===== src/design/lws_pkg.sv =====
//------------------------------------------------------------------------------
// lws_pkg - shared types and codes for the latency statistics block
// Commands, status codes, window codes, channel codes and sequencer states.
//------------------------------------------------------------------------------
`default_nettype none
package lws_pkg;

    localparam logic [2:0] CMD_SET_WINDOW = 3'd0;
    localparam logic [2:0] CMD_DRIVE_HIGH = 3'd1;
    localparam logic [2:0] CMD_DRIVE_LOW  = 3'd2;
    localparam logic [2:0] CMD_GPIO_EDGE  = 3'd3;
    localparam logic [2:0] CMD_TIMER_IRQ  = 3'd4;
    localparam logic [2:0] CMD_CLEAR      = 3'd5;
    localparam logic [2:0] CMD_RESERVED_6 = 3'd6;
    localparam logic [2:0] CMD_RESERVED_7 = 3'd7;

    localparam logic [2:0] ST_RECORDED    = 3'd0;
    localparam logic [2:0] ST_GPIO_WINDOW = 3'd1;
    localparam logic [2:0] ST_NO_FLAG     = 3'd2;
    localparam logic [2:0] ST_TIMER_OUT   = 3'd3;
    localparam logic [2:0] ST_NO_SAMPLE   = 3'd4;

    localparam logic [1:0] WIN_NONE     = 2'd0;
    localparam logic [1:0] WIN_GPIO     = 2'd1;
    localparam logic [1:0] WIN_TIMER    = 2'd2;
    localparam logic [1:0] WIN_RESERVED = 2'd3;

    localparam logic [1:0] CH_SOURCE = 2'd0;
    localparam logic [1:0] CH_GPIO   = 2'd1;
    localparam logic [1:0] CH_TIMER  = 2'd2;

    localparam int DIV_STEPS = 49;
    localparam int MUL_STEPS = 49;

    typedef enum logic [2:0] {
        S_IDLE,
        S_DIV,
        S_MEAN,
        S_MUL,
        S_ACC,
        S_OUT
    } state_t;

endpackage
`default_nettype wire


===== src/design/latency_welford_stats.sv =====
// Items that take no sample or are rejected have their result registered on
//   acceptance; a recorded sample runs a restoring divide at one quotient bit per
//   cycle, mean update, shift-add multiply at one bit per cycle, m2 add, output.
// One item at a time; the next item can be taken the cycle after the previous
//   result is accepted.
// Reset: aresetn synchronous, active low; all statistics clear to zero.
//------------------------------------------------------------------------------
// latency_welford_stats - three-channel running latency statistics
// Bit-serial Welford update of count, min, max, mean and m2 per channel.
//------------------------------------------------------------------------------
`default_nettype none
module latency_welford_stats (
    input  wire logic         aclk,
    input  wire logic         aresetn,
    input  wire logic         s_tvalid,
    output logic              s_tready,
    // command[2:0], window[4:3], time_before[36:5], time_after[68:37], compare_flag[69]
    input  wire logic [71:0]  s_tdata,
    output logic              m_tvalid,
    input  wire logic         m_tready,
    // status[2:0], channel[4:3], sample[36:5], count[68:37], mean[116:69],
    // sum_sq_dev[180:117], min_sample[212:181], max_sample[244:213],
    // reject_count[276:245]
    output logic [279:0]      m_tdata
);
    import lws_pkg::*;

    localparam logic [279:0] NO_SAMPLE_WORD = {277'd0, ST_NO_SAMPLE};

    state_t state_reg, state_next;

    logic [1:0]  win_reg;
    logic [31:0] emit_reg;
    logic        level_reg;
    logic [31:0] cnt_reg  [3];
    logic [47:0] mean_reg [3];
    logic [63:0] m2_reg   [3];
    logic [31:0] min_reg  [3];
    logic [31:0] max_reg  [3];
    logic [31:0] rej_reg  [3];

    logic [1:0]  ch_reg;
    logic [31:0] smp_reg;
    logic [48:0] dmag_reg;     // |delta|
    logic        dneg_reg;
    logic [48:0] quo_reg;      // quotient shift register
    logic [32:0] rem_reg;      // partial remainder
    logic [31:0] n_reg;
    logic [5:0]  step_reg;
    logic [48:0] mplr_reg;     // multiplier, shifts right
    logic [97:0] mcand_reg;    // multiplicand, shifts left
    logic [97:0] prod_reg;

    logic        out_valid_reg;
    logic [279:0] out_reg;

    logic [2:0]  cmd;
    logic [1:0]  win_in;
    logic [31:0] tb, ta;
    logic        flag;

    assign cmd    = s_tdata[2:0];
    assign win_in = s_tdata[4:3];
    assign tb     = s_tdata[36:5];
    assign ta     = s_tdata[68:37];
    assign flag   = s_tdata[69];

    assign s_tready = (state_reg == S_IDLE) && !out_valid_reg;
    assign m_tvalid = out_valid_reg;
    assign m_tdata  = out_reg;

    logic accept;
    assign accept = s_tvalid && s_tready;

    // per-item combinational helpers
    logic [48:0] s_fix;
    logic [48:0] mean_ext;
    logic [48:0] delta;
    logic [48:0] delta_mag;
    logic [32:0] rem_shift;
    logic [32:0] rem_sub;
    logic [48:0] new_mean;
    logic [64:0] m2_sum;
    logic [31:0] cnt_new;

    // delta is taken against the stored mean: the old one before S_MUL,
    // the updated one from S_MUL on
    assign s_fix    = {smp_reg[31], smp_reg, 16'd0};
    assign mean_ext = {mean_reg[ch_reg][47], mean_reg[ch_reg]};
    assign delta    = s_fix - mean_ext;
    assign delta_mag = delta[48] ? (~delta + 49'd1) : delta;
    assign rem_shift = {rem_reg[31:0], dmag_reg[48]};
    assign rem_sub   = rem_shift - {1'b0, n_reg};
    assign new_mean  = mean_ext + (dneg_reg ? (~quo_reg + 49'd1) : quo_reg);
    assign m2_sum    = {1'b0, m2_reg[ch_reg]} + {1'b0, prod_reg[87:24]};
    assign cnt_new   = (cnt_reg[ch_reg] == 32'hFFFF_FFFF) ? cnt_reg[ch_reg]
                                                          : cnt_reg[ch_reg] + 32'd1;

    always_comb begin
        state_next = state_reg;
        case (state_reg)
            S_IDLE: if (accept && (cmd == CMD_DRIVE_HIGH ||
                                   (cmd == CMD_GPIO_EDGE && win_reg == WIN_GPIO) ||
                                   (cmd == CMD_TIMER_IRQ && flag && win_reg == WIN_TIMER)))
                        state_next = S_DIV;
            S_DIV:  if (step_reg == 6'(DIV_STEPS)) state_next = S_MEAN;
            S_MEAN: state_next = S_MUL;
            S_MUL:  if (step_reg == 6'(MUL_STEPS)) state_next = S_ACC;
            S_ACC:  state_next = S_OUT;
            S_OUT:  if (!out_valid_reg) state_next = S_IDLE;
            default: state_next = S_IDLE;
        endcase
    end

    function automatic logic [31:0] bumped(input logic [31:0] v);
        bumped = (v == 32'hFFFF_FFFF) ? v : v + 32'd1;
    endfunction

    always_ff @(posedge aclk) begin
        if (!aresetn) begin
            state_reg     <= S_IDLE;
            out_valid_reg <= 1'b0;
            win_reg       <= WIN_NONE;
            emit_reg      <= '0;
            level_reg     <= 1'b0;
            for (int i = 0; i < 3; i++) begin
                cnt_reg[i] <= '0; mean_reg[i] <= '0; m2_reg[i] <= '0;
                min_reg[i] <= '0; max_reg[i] <= '0; rej_reg[i] <= '0;
            end
            step_reg <= '0;
        end else begin
            state_reg <= state_next;
            if (m_tvalid && m_tready) out_valid_reg <= 1'b0;
            case (state_reg)
                S_IDLE: if (accept) begin
                    step_reg <= '0;
                    rem_reg  <= '0;
                    case (cmd)
                        CMD_SET_WINDOW: begin
                            win_reg <= (win_in == WIN_RESERVED) ? WIN_NONE : win_in;
                            out_reg <= NO_SAMPLE_WORD;
                            out_valid_reg <= 1'b1;
                        end
                        CMD_DRIVE_HIGH: begin
                            emit_reg  <= tb;
                            level_reg <= 1'b1;
                            ch_reg    <= CH_SOURCE;
                            smp_reg   <= ta - tb;
                        end
                        CMD_DRIVE_LOW: begin
                            level_reg <= 1'b0;
                            out_reg <= NO_SAMPLE_WORD;
                            out_valid_reg <= 1'b1;
                        end
                        CMD_GPIO_EDGE: begin
                            ch_reg  <= CH_GPIO;
                            smp_reg <= tb - emit_reg;
                            if (win_reg != WIN_GPIO) begin
                                rej_reg[0] <= bumped(rej_reg[0]);
                                out_reg <= {3'd0, bumped(rej_reg[0]), max_reg[1],
                                            min_reg[1], m2_reg[1], mean_reg[1],
                                            cnt_reg[1], 32'd0, CH_GPIO, ST_GPIO_WINDOW};
                                out_valid_reg <= 1'b1;
                            end
                        end
                        CMD_TIMER_IRQ: begin
                            ch_reg  <= CH_TIMER;
                            smp_reg <= tb - emit_reg;
                            if (!flag) begin
                                rej_reg[1] <= bumped(rej_reg[1]);
                                out_reg <= {3'd0, bumped(rej_reg[1]), max_reg[2],
                                            min_reg[2], m2_reg[2], mean_reg[2],
                                            cnt_reg[2], 32'd0, CH_TIMER, ST_NO_FLAG};
                                out_valid_reg <= 1'b1;
                            end else if (win_reg != WIN_TIMER) begin
                                rej_reg[2] <= bumped(rej_reg[2]);
                                out_reg <= {3'd0, bumped(rej_reg[2]), max_reg[2],
                                            min_reg[2], m2_reg[2], mean_reg[2],
                                            cnt_reg[2], 32'd0, CH_TIMER, ST_TIMER_OUT};
                                out_valid_reg <= 1'b1;
                            end
                        end
                        CMD_CLEAR: begin
                            win_reg   <= WIN_NONE;
                            emit_reg  <= '0;
                            level_reg <= 1'b0;
                            for (int i = 0; i < 3; i++) begin
                                cnt_reg[i] <= '0; mean_reg[i] <= '0; m2_reg[i] <= '0;
                                min_reg[i] <= '0; max_reg[i] <= '0; rej_reg[i] <= '0;
                            end
                            out_reg <= NO_SAMPLE_WORD;
                            out_valid_reg <= 1'b1;
                        end
                        default: begin
                            out_reg <= NO_SAMPLE_WORD;
                            out_valid_reg <= 1'b1;
                        end
                    endcase
                end
                S_DIV: begin
                    if (step_reg == 6'd0) begin
                        // update count, min, max; latch |delta| and divisor
                        cnt_reg[ch_reg] <= cnt_new;
                        n_reg <= cnt_new;
                        if (cnt_new == 32'd1) begin
                            min_reg[ch_reg] <= smp_reg;
                            max_reg[ch_reg] <= smp_reg;
                        end else begin
                            if ($signed(smp_reg) < $signed(min_reg[ch_reg]))
                                min_reg[ch_reg] <= smp_reg;
                            if ($signed(smp_reg) > $signed(max_reg[ch_reg]))
                                max_reg[ch_reg] <= smp_reg;
                        end
                        dneg_reg <= delta[48];
                        dmag_reg <= delta_mag;
                        step_reg <= 6'd1;
                    end else begin
                        // one restoring divide step per cycle
                        if (!rem_sub[32]) begin
                            rem_reg <= rem_sub;
                            quo_reg <= {quo_reg[47:0], 1'b1};
                        end else begin
                            rem_reg <= rem_shift;
                            quo_reg <= {quo_reg[47:0], 1'b0};
                        end
                        dmag_reg <= {dmag_reg[47:0], 1'b0};
                        step_reg <= step_reg + 6'd1;
                    end
                end
                S_MEAN: begin
                    // mean still holds the old value here, so delta is the first delta
                    mean_reg[ch_reg] <= new_mean[47:0];
                    mplr_reg <= delta_mag;
                    step_reg <= '0;
                    prod_reg <= '0;
                end
                S_MUL: begin
                    if (step_reg == 6'd0) begin
                        // delta against the updated mean
                        mcand_reg <= {49'd0, delta_mag};
                        step_reg  <= 6'd1;
                    end else begin
                        if (mplr_reg[0]) prod_reg <= prod_reg + mcand_reg;
                        mplr_reg  <= {1'b0, mplr_reg[48:1]};
                        mcand_reg <= {mcand_reg[96:0], 1'b0};
                        step_reg  <= step_reg + 6'd1;
                    end
                end
                S_ACC: begin
                    if (prod_reg[97:88] != 10'd0 || m2_sum[64])
                        m2_reg[ch_reg] <= 64'hFFFF_FFFF_FFFF_FFFF;
                    else
                        m2_reg[ch_reg] <= m2_sum[63:0];
                end
                S_OUT: if (!out_valid_reg) begin
                    out_reg <= {3'd0, 32'd0, max_reg[ch_reg], min_reg[ch_reg],
                                m2_reg[ch_reg], mean_reg[ch_reg], cnt_reg[ch_reg],
                                smp_reg, ch_reg, ST_RECORDED};
                    out_valid_reg <= 1'b1;
                end
                default: ;
            endcase
        end
    end

    property p_ready_idle;
        @(posedge aclk) disable iff (!aresetn) s_tready |-> !m_tvalid;
    endproperty
    assert property (p_ready_idle) else $error("accepting while result pending");

    property p_rec_count;
        @(posedge aclk) disable iff (!aresetn)
            (m_tvalid && m_tdata[2:0] == ST_RECORDED) |-> m_tdata[68:37] != 32'd0;
    endproperty
    assert property (p_rec_count) else $error("recorded item with zero count");

    property p_busy;
        @(posedge aclk) disable iff (!aresetn)
            (state_reg == S_DIV) |=> !s_tready;
    endproperty
    assert property (p_busy) else $error("ready during sample update");

    property p_source_level;
        @(posedge aclk) disable iff (!aresetn)
            (m_tvalid && m_tdata[2:0] == ST_RECORDED && m_tdata[4:3] == CH_SOURCE)
                |-> level_reg;
    endproperty
    assert property (p_source_level) else $error("source sample with output low");

endmodule
`default_nettype wire


===== config.mk =====
export PLATFORM = sky130hd
export DESIGN_NAME = latency_welford_stats
export DESIGN_NICKNAME = d
export VERILOG_FILES = /design/src/design/lws_pkg.sv /design/src/design/latency_welford_stats.sv
export SDC_FILE = /design/constraint.sdc
export NUM_CORES = 2
export LEC_CHECK = 0
export ABC_AREA = 0
export BUFFER_PORTS_ARGS = -buffer_cell sky130_fd_sc_hd__buf_2
export CAP_MARGIN = 20
export CORE_MARGIN = 1.5
export CORE_UTILIZATION = 43
export DETAILED_ROUTE_END_ITERATION = 10
export SETUP_SLACK_MARGIN = 0.4
export SLEW_MARGIN = 20
export SYNTH_ARGS = -nofsm -noshare
export SYNTH_HDL_FRONTEND = slang
export SYNTH_SLANG_ARGS = --single-unit

===== constraint.sdc =====
create_clock -name aclk -period 12.05 [get_ports aclk]
set_input_delay 1.205 -clock aclk [delete_from_list [all_inputs] [get_ports aclk]]
set_output_delay 1.205 -clock aclk [all_outputs]
set_load 0.005 [all_outputs]

==> out/results.env <==
DRT-WIRELENGTH-PER-CELL_UM=23.8
CRIT_ARRIVAL_PS=8360
CLKLATENCYLATEPIN_PS=860
ANT_NETS=0
FINAL_CELLS=11700
FIN_CRIT_PS=7670
REGTOREGENDPOINT='m2_reg[1][18]'
CRIT_PATH_MAX_FANOUT=41
FINAL_MAX_SLEW_VIOLATION_COUNT=0
SYNTH-EDFF-COUNT=1646
DETAILED_ROUTE_ITER0_VIOLATIONS=6030
VIA_PER_INST=5.82
RSZ0062_AT_GRT='false'
LARGEST_REG_FLOPS=277
WORST_SETUP_PATH_ENDPOINT='m2_reg[1][18]'
MAXIMUM_NUMBER_OF_PINS_ON_ONE_NET_BEFORE_GLOBAL_ROUTE_REPAIR=157
CLOCK_PATH_BUFFERS=3
CORE-AREA_UM2=218000
IRDROPWORSTVDD_V=0.000159
GRT_UTIL_ALL_LAYERS_PCT=24.7
TIMING_HOLD_VIOLATIONS_FINAL=0
DPL_WORST_SLACK_PS=4490
REMAINING_DRC_ERRORS=0
NUMPLACEDINSTANCES=11400
FINALCLOCKSKEW_PS=51.1
START_UTIL_PCT=43.3
STATUS='finished clean'
PLACE_HPWL_UM=188000
VIAS_IN_THE_FIRST_GLOBAL_ROUTE=67500
NETLIST_TOP_CELLS_AREA='sky130_fd_sc_hd__edfxtp_1 52%, sky130_fd_sc_hd__nor2_1 5.6%, sky130_fd_sc_hd__ha_1 5.4%, sky130_fd_sc_hd__mux4_2 5.0%, sky130_fd_sc_hd__a21oi_1 3.0%'
GRT_OVERFLOW_TOTAL=0
ACHIEVABLE-FREQUENCY_MHz=130
ROUTED_WL_UM=280000
FIN_WS_PS=4380
TIMING.SETUP.CRITICAL_PATH_CLASS='flop to flop'
POST-ROUTE-PERIOD-UTIL_PCT=63.7
TIMING.REG2REG.WORST_PATH_DEPTH=17
VIAS=68400
POST_CTS_RESIZED=0
SYNTH_TOP_CELL_BY_AREA='sky130_fd_sc_hd__edfxtp_1'
CTS-BUFFERS-INSERTED=185
CLOCK_TREE.ROOT_CELL='sky130_fd_sc_hd__clkbuf_16'
CTS.SINKS=1692
MAXSLEWHEADROOM_PCT=22.4
WORST_SETUP_HOLD_PATH_CLK_SLEW_PS=60
FP-ROW-COUNT=171
ENDPOINT_KIND='flop'
REGTOREGSETUPSLACK_PS=4380
YS.WARNINGS.COUNT=0
DESIGN.DIE.AREA_UM2=222000
LAYOUT-DRIVE-GT1-SHARE_PCT=12.3
NNETSFINAL=9216
REPORT.FINAL.SETUP_VIOL=0
FLOW.AREA_GROWTH_FROM_SYNTHESIS_PCT=11.7
GRT_ANTENNA_BEFORE_REPAIR=27
YS_FF_LATCH=1692
CTS.HTREE.LEVELS=4
POST_SYNTH_INSTANCE_AREA_UM2=94300
P_LEAK_uW=0.0408
GLOBALPLACE.CONGESTION=0.922
FIRST_PASS_GRT_WIRE_LENGTH_UM=419000
DIE_WIDTH_UM=471
CTS_POST_SETUP_BUFFERS_INSERTED=0
IO_BUFFERS=352
POSTSYNTHAREAPERCELL_UM2=11.1
DRT-PASS1-ITER-COUNT=6
FLOORPLAN.DIE.HEIGHT_UM=471
POWER_DENSITY_nW_PER_UM2=135
CTS_HOLD_BUFFERS=0
SETUP_TNS_PS=0
DESIGN_AREA_UM2=105000
SYNTH-SEQ-AREA-SHARE_PCT=53.4
IOS=358
SYNTH_FF_TYPE='sky130_fd_sc_hd__edfxtp_1'
SYNTH_LARGEST_TYPE_AREA_FRACTION_PCT=52.4
SYNTH-ASYNC-RESET-RATIO_PCT=0
SYNTH.DISTINCT_CELLS=97
STARTPOINT_TYPE='flop'
DRV.MAX_CAP_VIOLATION_COUNT=0
TRITONCTS_CLOCK_TREE='built'
WORST_SLEW_PIN_TRAN_PS=1160
SYNTHCELLS=8503
CP.REQUIRED_PS=12740
PLACE_AREA_UM2=99200
HOLD_PATH_CLASS='flop to flop'
## through the flow
| stage | utilization [%] | power (µW) | hold WS (ps) |
|---|---|---|---|
| final | 48.4 | 14200 | 464 |
| after global routing | 48.4 | 14700 | 497 |
| after CTS | 48.4 | 14300 | 466 |
| after detailed placement | 45.6 | 8530 | 458 |
| after global placement | 45.6 | 8490 | 453 |
| after floorplan | - | 8010 | 435 |
## logic make-up after synthesis
kind of cell,after synthesis,share of synthesized area [%]
simple gates,2996,14.8
compound gates,1812,12.7
flops,1692,53.4
mux,234,5.25
fa+ha+maj,414,5.54
other cells,1,0.00398
buf+inv,841,3.48
xor+xnor,513,4.78
## critical path: stages, from the launching register on
cell,delay [ps]
sky130_fd_sc_hd__dfxtp_4,890
sky130_fd_sc_hd__buf_4,720
sky130_fd_sc_hd__mux4_2,660
sky130_fd_sc_hd__ha_1,360
sky130_fd_sc_hd__a21o_1,160
sky130_fd_sc_hd__a21oi_1,120
sky130_fd_sc_hd__o21ai_0,370
sky130_fd_sc_hd__a41oi_1,250
sky130_fd_sc_hd__o41ai_1,870
sky130_fd_sc_hd__o211ai_1,320
sky130_fd_sc_hd__o21ai_0,500
sky130_fd_sc_hd__a311o_1,460
sky130_fd_sc_hd__nand2_1,100
sky130_fd_sc_hd__or4b_2,640
sky130_fd_sc_hd__nand3b_1,110
sky130_fd_sc_hd__buf_4,590
sky130_fd_sc_hd__nor2b_1,180
sky130_fd_sc_hd__nor2_1,130
## cell usage in the layout, fill, tap and decap left out, types with 108 or more instances in the layout
master / n
sky130_fd_sc_hd__edfxtp_1: 1646
sky130_fd_sc_hd__a221oi_1: 219
sky130_fd_sc_hd__nand3_1: 140
sky130_fd_sc_hd__o21ai_0: 257
sky130_fd_sc_hd__nor2b_1: 118
sky130_fd_sc_hd__a21o_1: 244
sky130_fd_sc_hd__a21oi_1: 572
sky130_fd_sc_hd__xor2_1: 207
sky130_fd_sc_hd__mux4_2: 208
sky130_fd_sc_hd__inv_1: 400
sky130_fd_sc_hd__buf_2: 352
sky130_fd_sc_hd__clkbuf_16: 188
sky130_fd_sc_hd__nor2_1: 1390
sky130_fd_sc_hd__buf_4: 108
sky130_fd_sc_hd__nand2_1: 471
sky130_fd_sc_hd__xnor2_1: 303
sky130_fd_sc_hd__ha_1: 408
sky130_fd_sc_hd__and2_1: 296
sky130_fd_sc_hd__nor3_1: 120
## synthesized netlist by cell type, types with 41 or more instances
master	number
sky130_fd_sc_hd__a211oi_1	41
sky130_fd_sc_hd__inv_1	403
sky130_fd_sc_hd__nand4_1	94
sky130_fd_sc_hd__ha_1	408
sky130_fd_sc_hd__o31ai_1	52
sky130_fd_sc_hd__clkbuf_1	364
sky130_fd_sc_hd__nand2_1	486
sky130_fd_sc_hd__dfxtp_1	46
sky130_fd_sc_hd__a221oi_1	219
sky130_fd_sc_hd__nor3_1	120
sky130_fd_sc_hd__a21oi_1	574
sky130_fd_sc_hd__nand3_1	141
sky130_fd_sc_hd__and2_1	296
sky130_fd_sc_hd__xor2_1	207
sky130_fd_sc_hd__o21bai_1	60
sky130_fd_sc_hd__xnor2_1	304
sky130_fd_sc_hd__nand2b_1	70
sky130_fd_sc_hd__nor2_1	1397
sky130_fd_sc_hd__and3_1	84
sky130_fd_sc_hd__a31oi_1	43
sky130_fd_sc_hd__or3_1	41
sky130_fd_sc_hd__o21a_1	91
sky130_fd_sc_hd__a21o_1	244
sky130_fd_sc_hd__mux4_2	208
sky130_fd_sc_hd__o21ai_0	266
sky130_fd_sc_hd__nor2b_1	118
sky130_fd_sc_hd__edfxtp_1	1646
## cell type report
class,instances,area (µm²)
timing repair buffer,468,2730
clock buffer,218,4840
tap,2854,3570
multi-input combinational,5972,41000
antenna,10,25.0
fill,19800,112000
inverter,407,1540
clock inverter,126,1290
sequential,1692,50400
## where the power goes
group / switching, µW / internal [µW]
Combinational: 1040 / 594
Clock: 2480 / 3300
Sequential: 95.8 / 6690
Total: 3620 / 10600
## worst min-delay path by stage
| stage | startpoint | to | slack [ps] | cells after the start |
|---|---|---|---|---|
| global placement | win_reg[1] | win_reg[1] | 450 | 2 |
| global route | win_reg[1] | win_reg[1] | 500 | 2 |
| finish | win_reg[1] | win_reg[1] | 460 | 2 |
| floorplan | win_reg[1] | win_reg[1] | 440 | 2 |
| CTS | win_reg[1] | win_reg[1] | 470 | 2 |
| detailed placement | win_reg[1] | win_reg[1] | 460 | 2 |
## metal layers
| layer | share of wire, % | vias to the layer above | global-route usage, % | wire length [µm] |
|---|---|---|---|---|
| li1 | - | 31700 | - | - |
| met1 | 43 | 33800 | 33.8 | 121000 |
| met2 | 46 | 2379 | 39.0 | 128000 |
| met3 | 7.1 | 421 | 4.35 | 19800 |
| met4 | 3.9 | 10 | 9.41 | 10800 |
| met5 | 0.025 | - | 0 | 69 |
(Power assumes the default switching activity.)
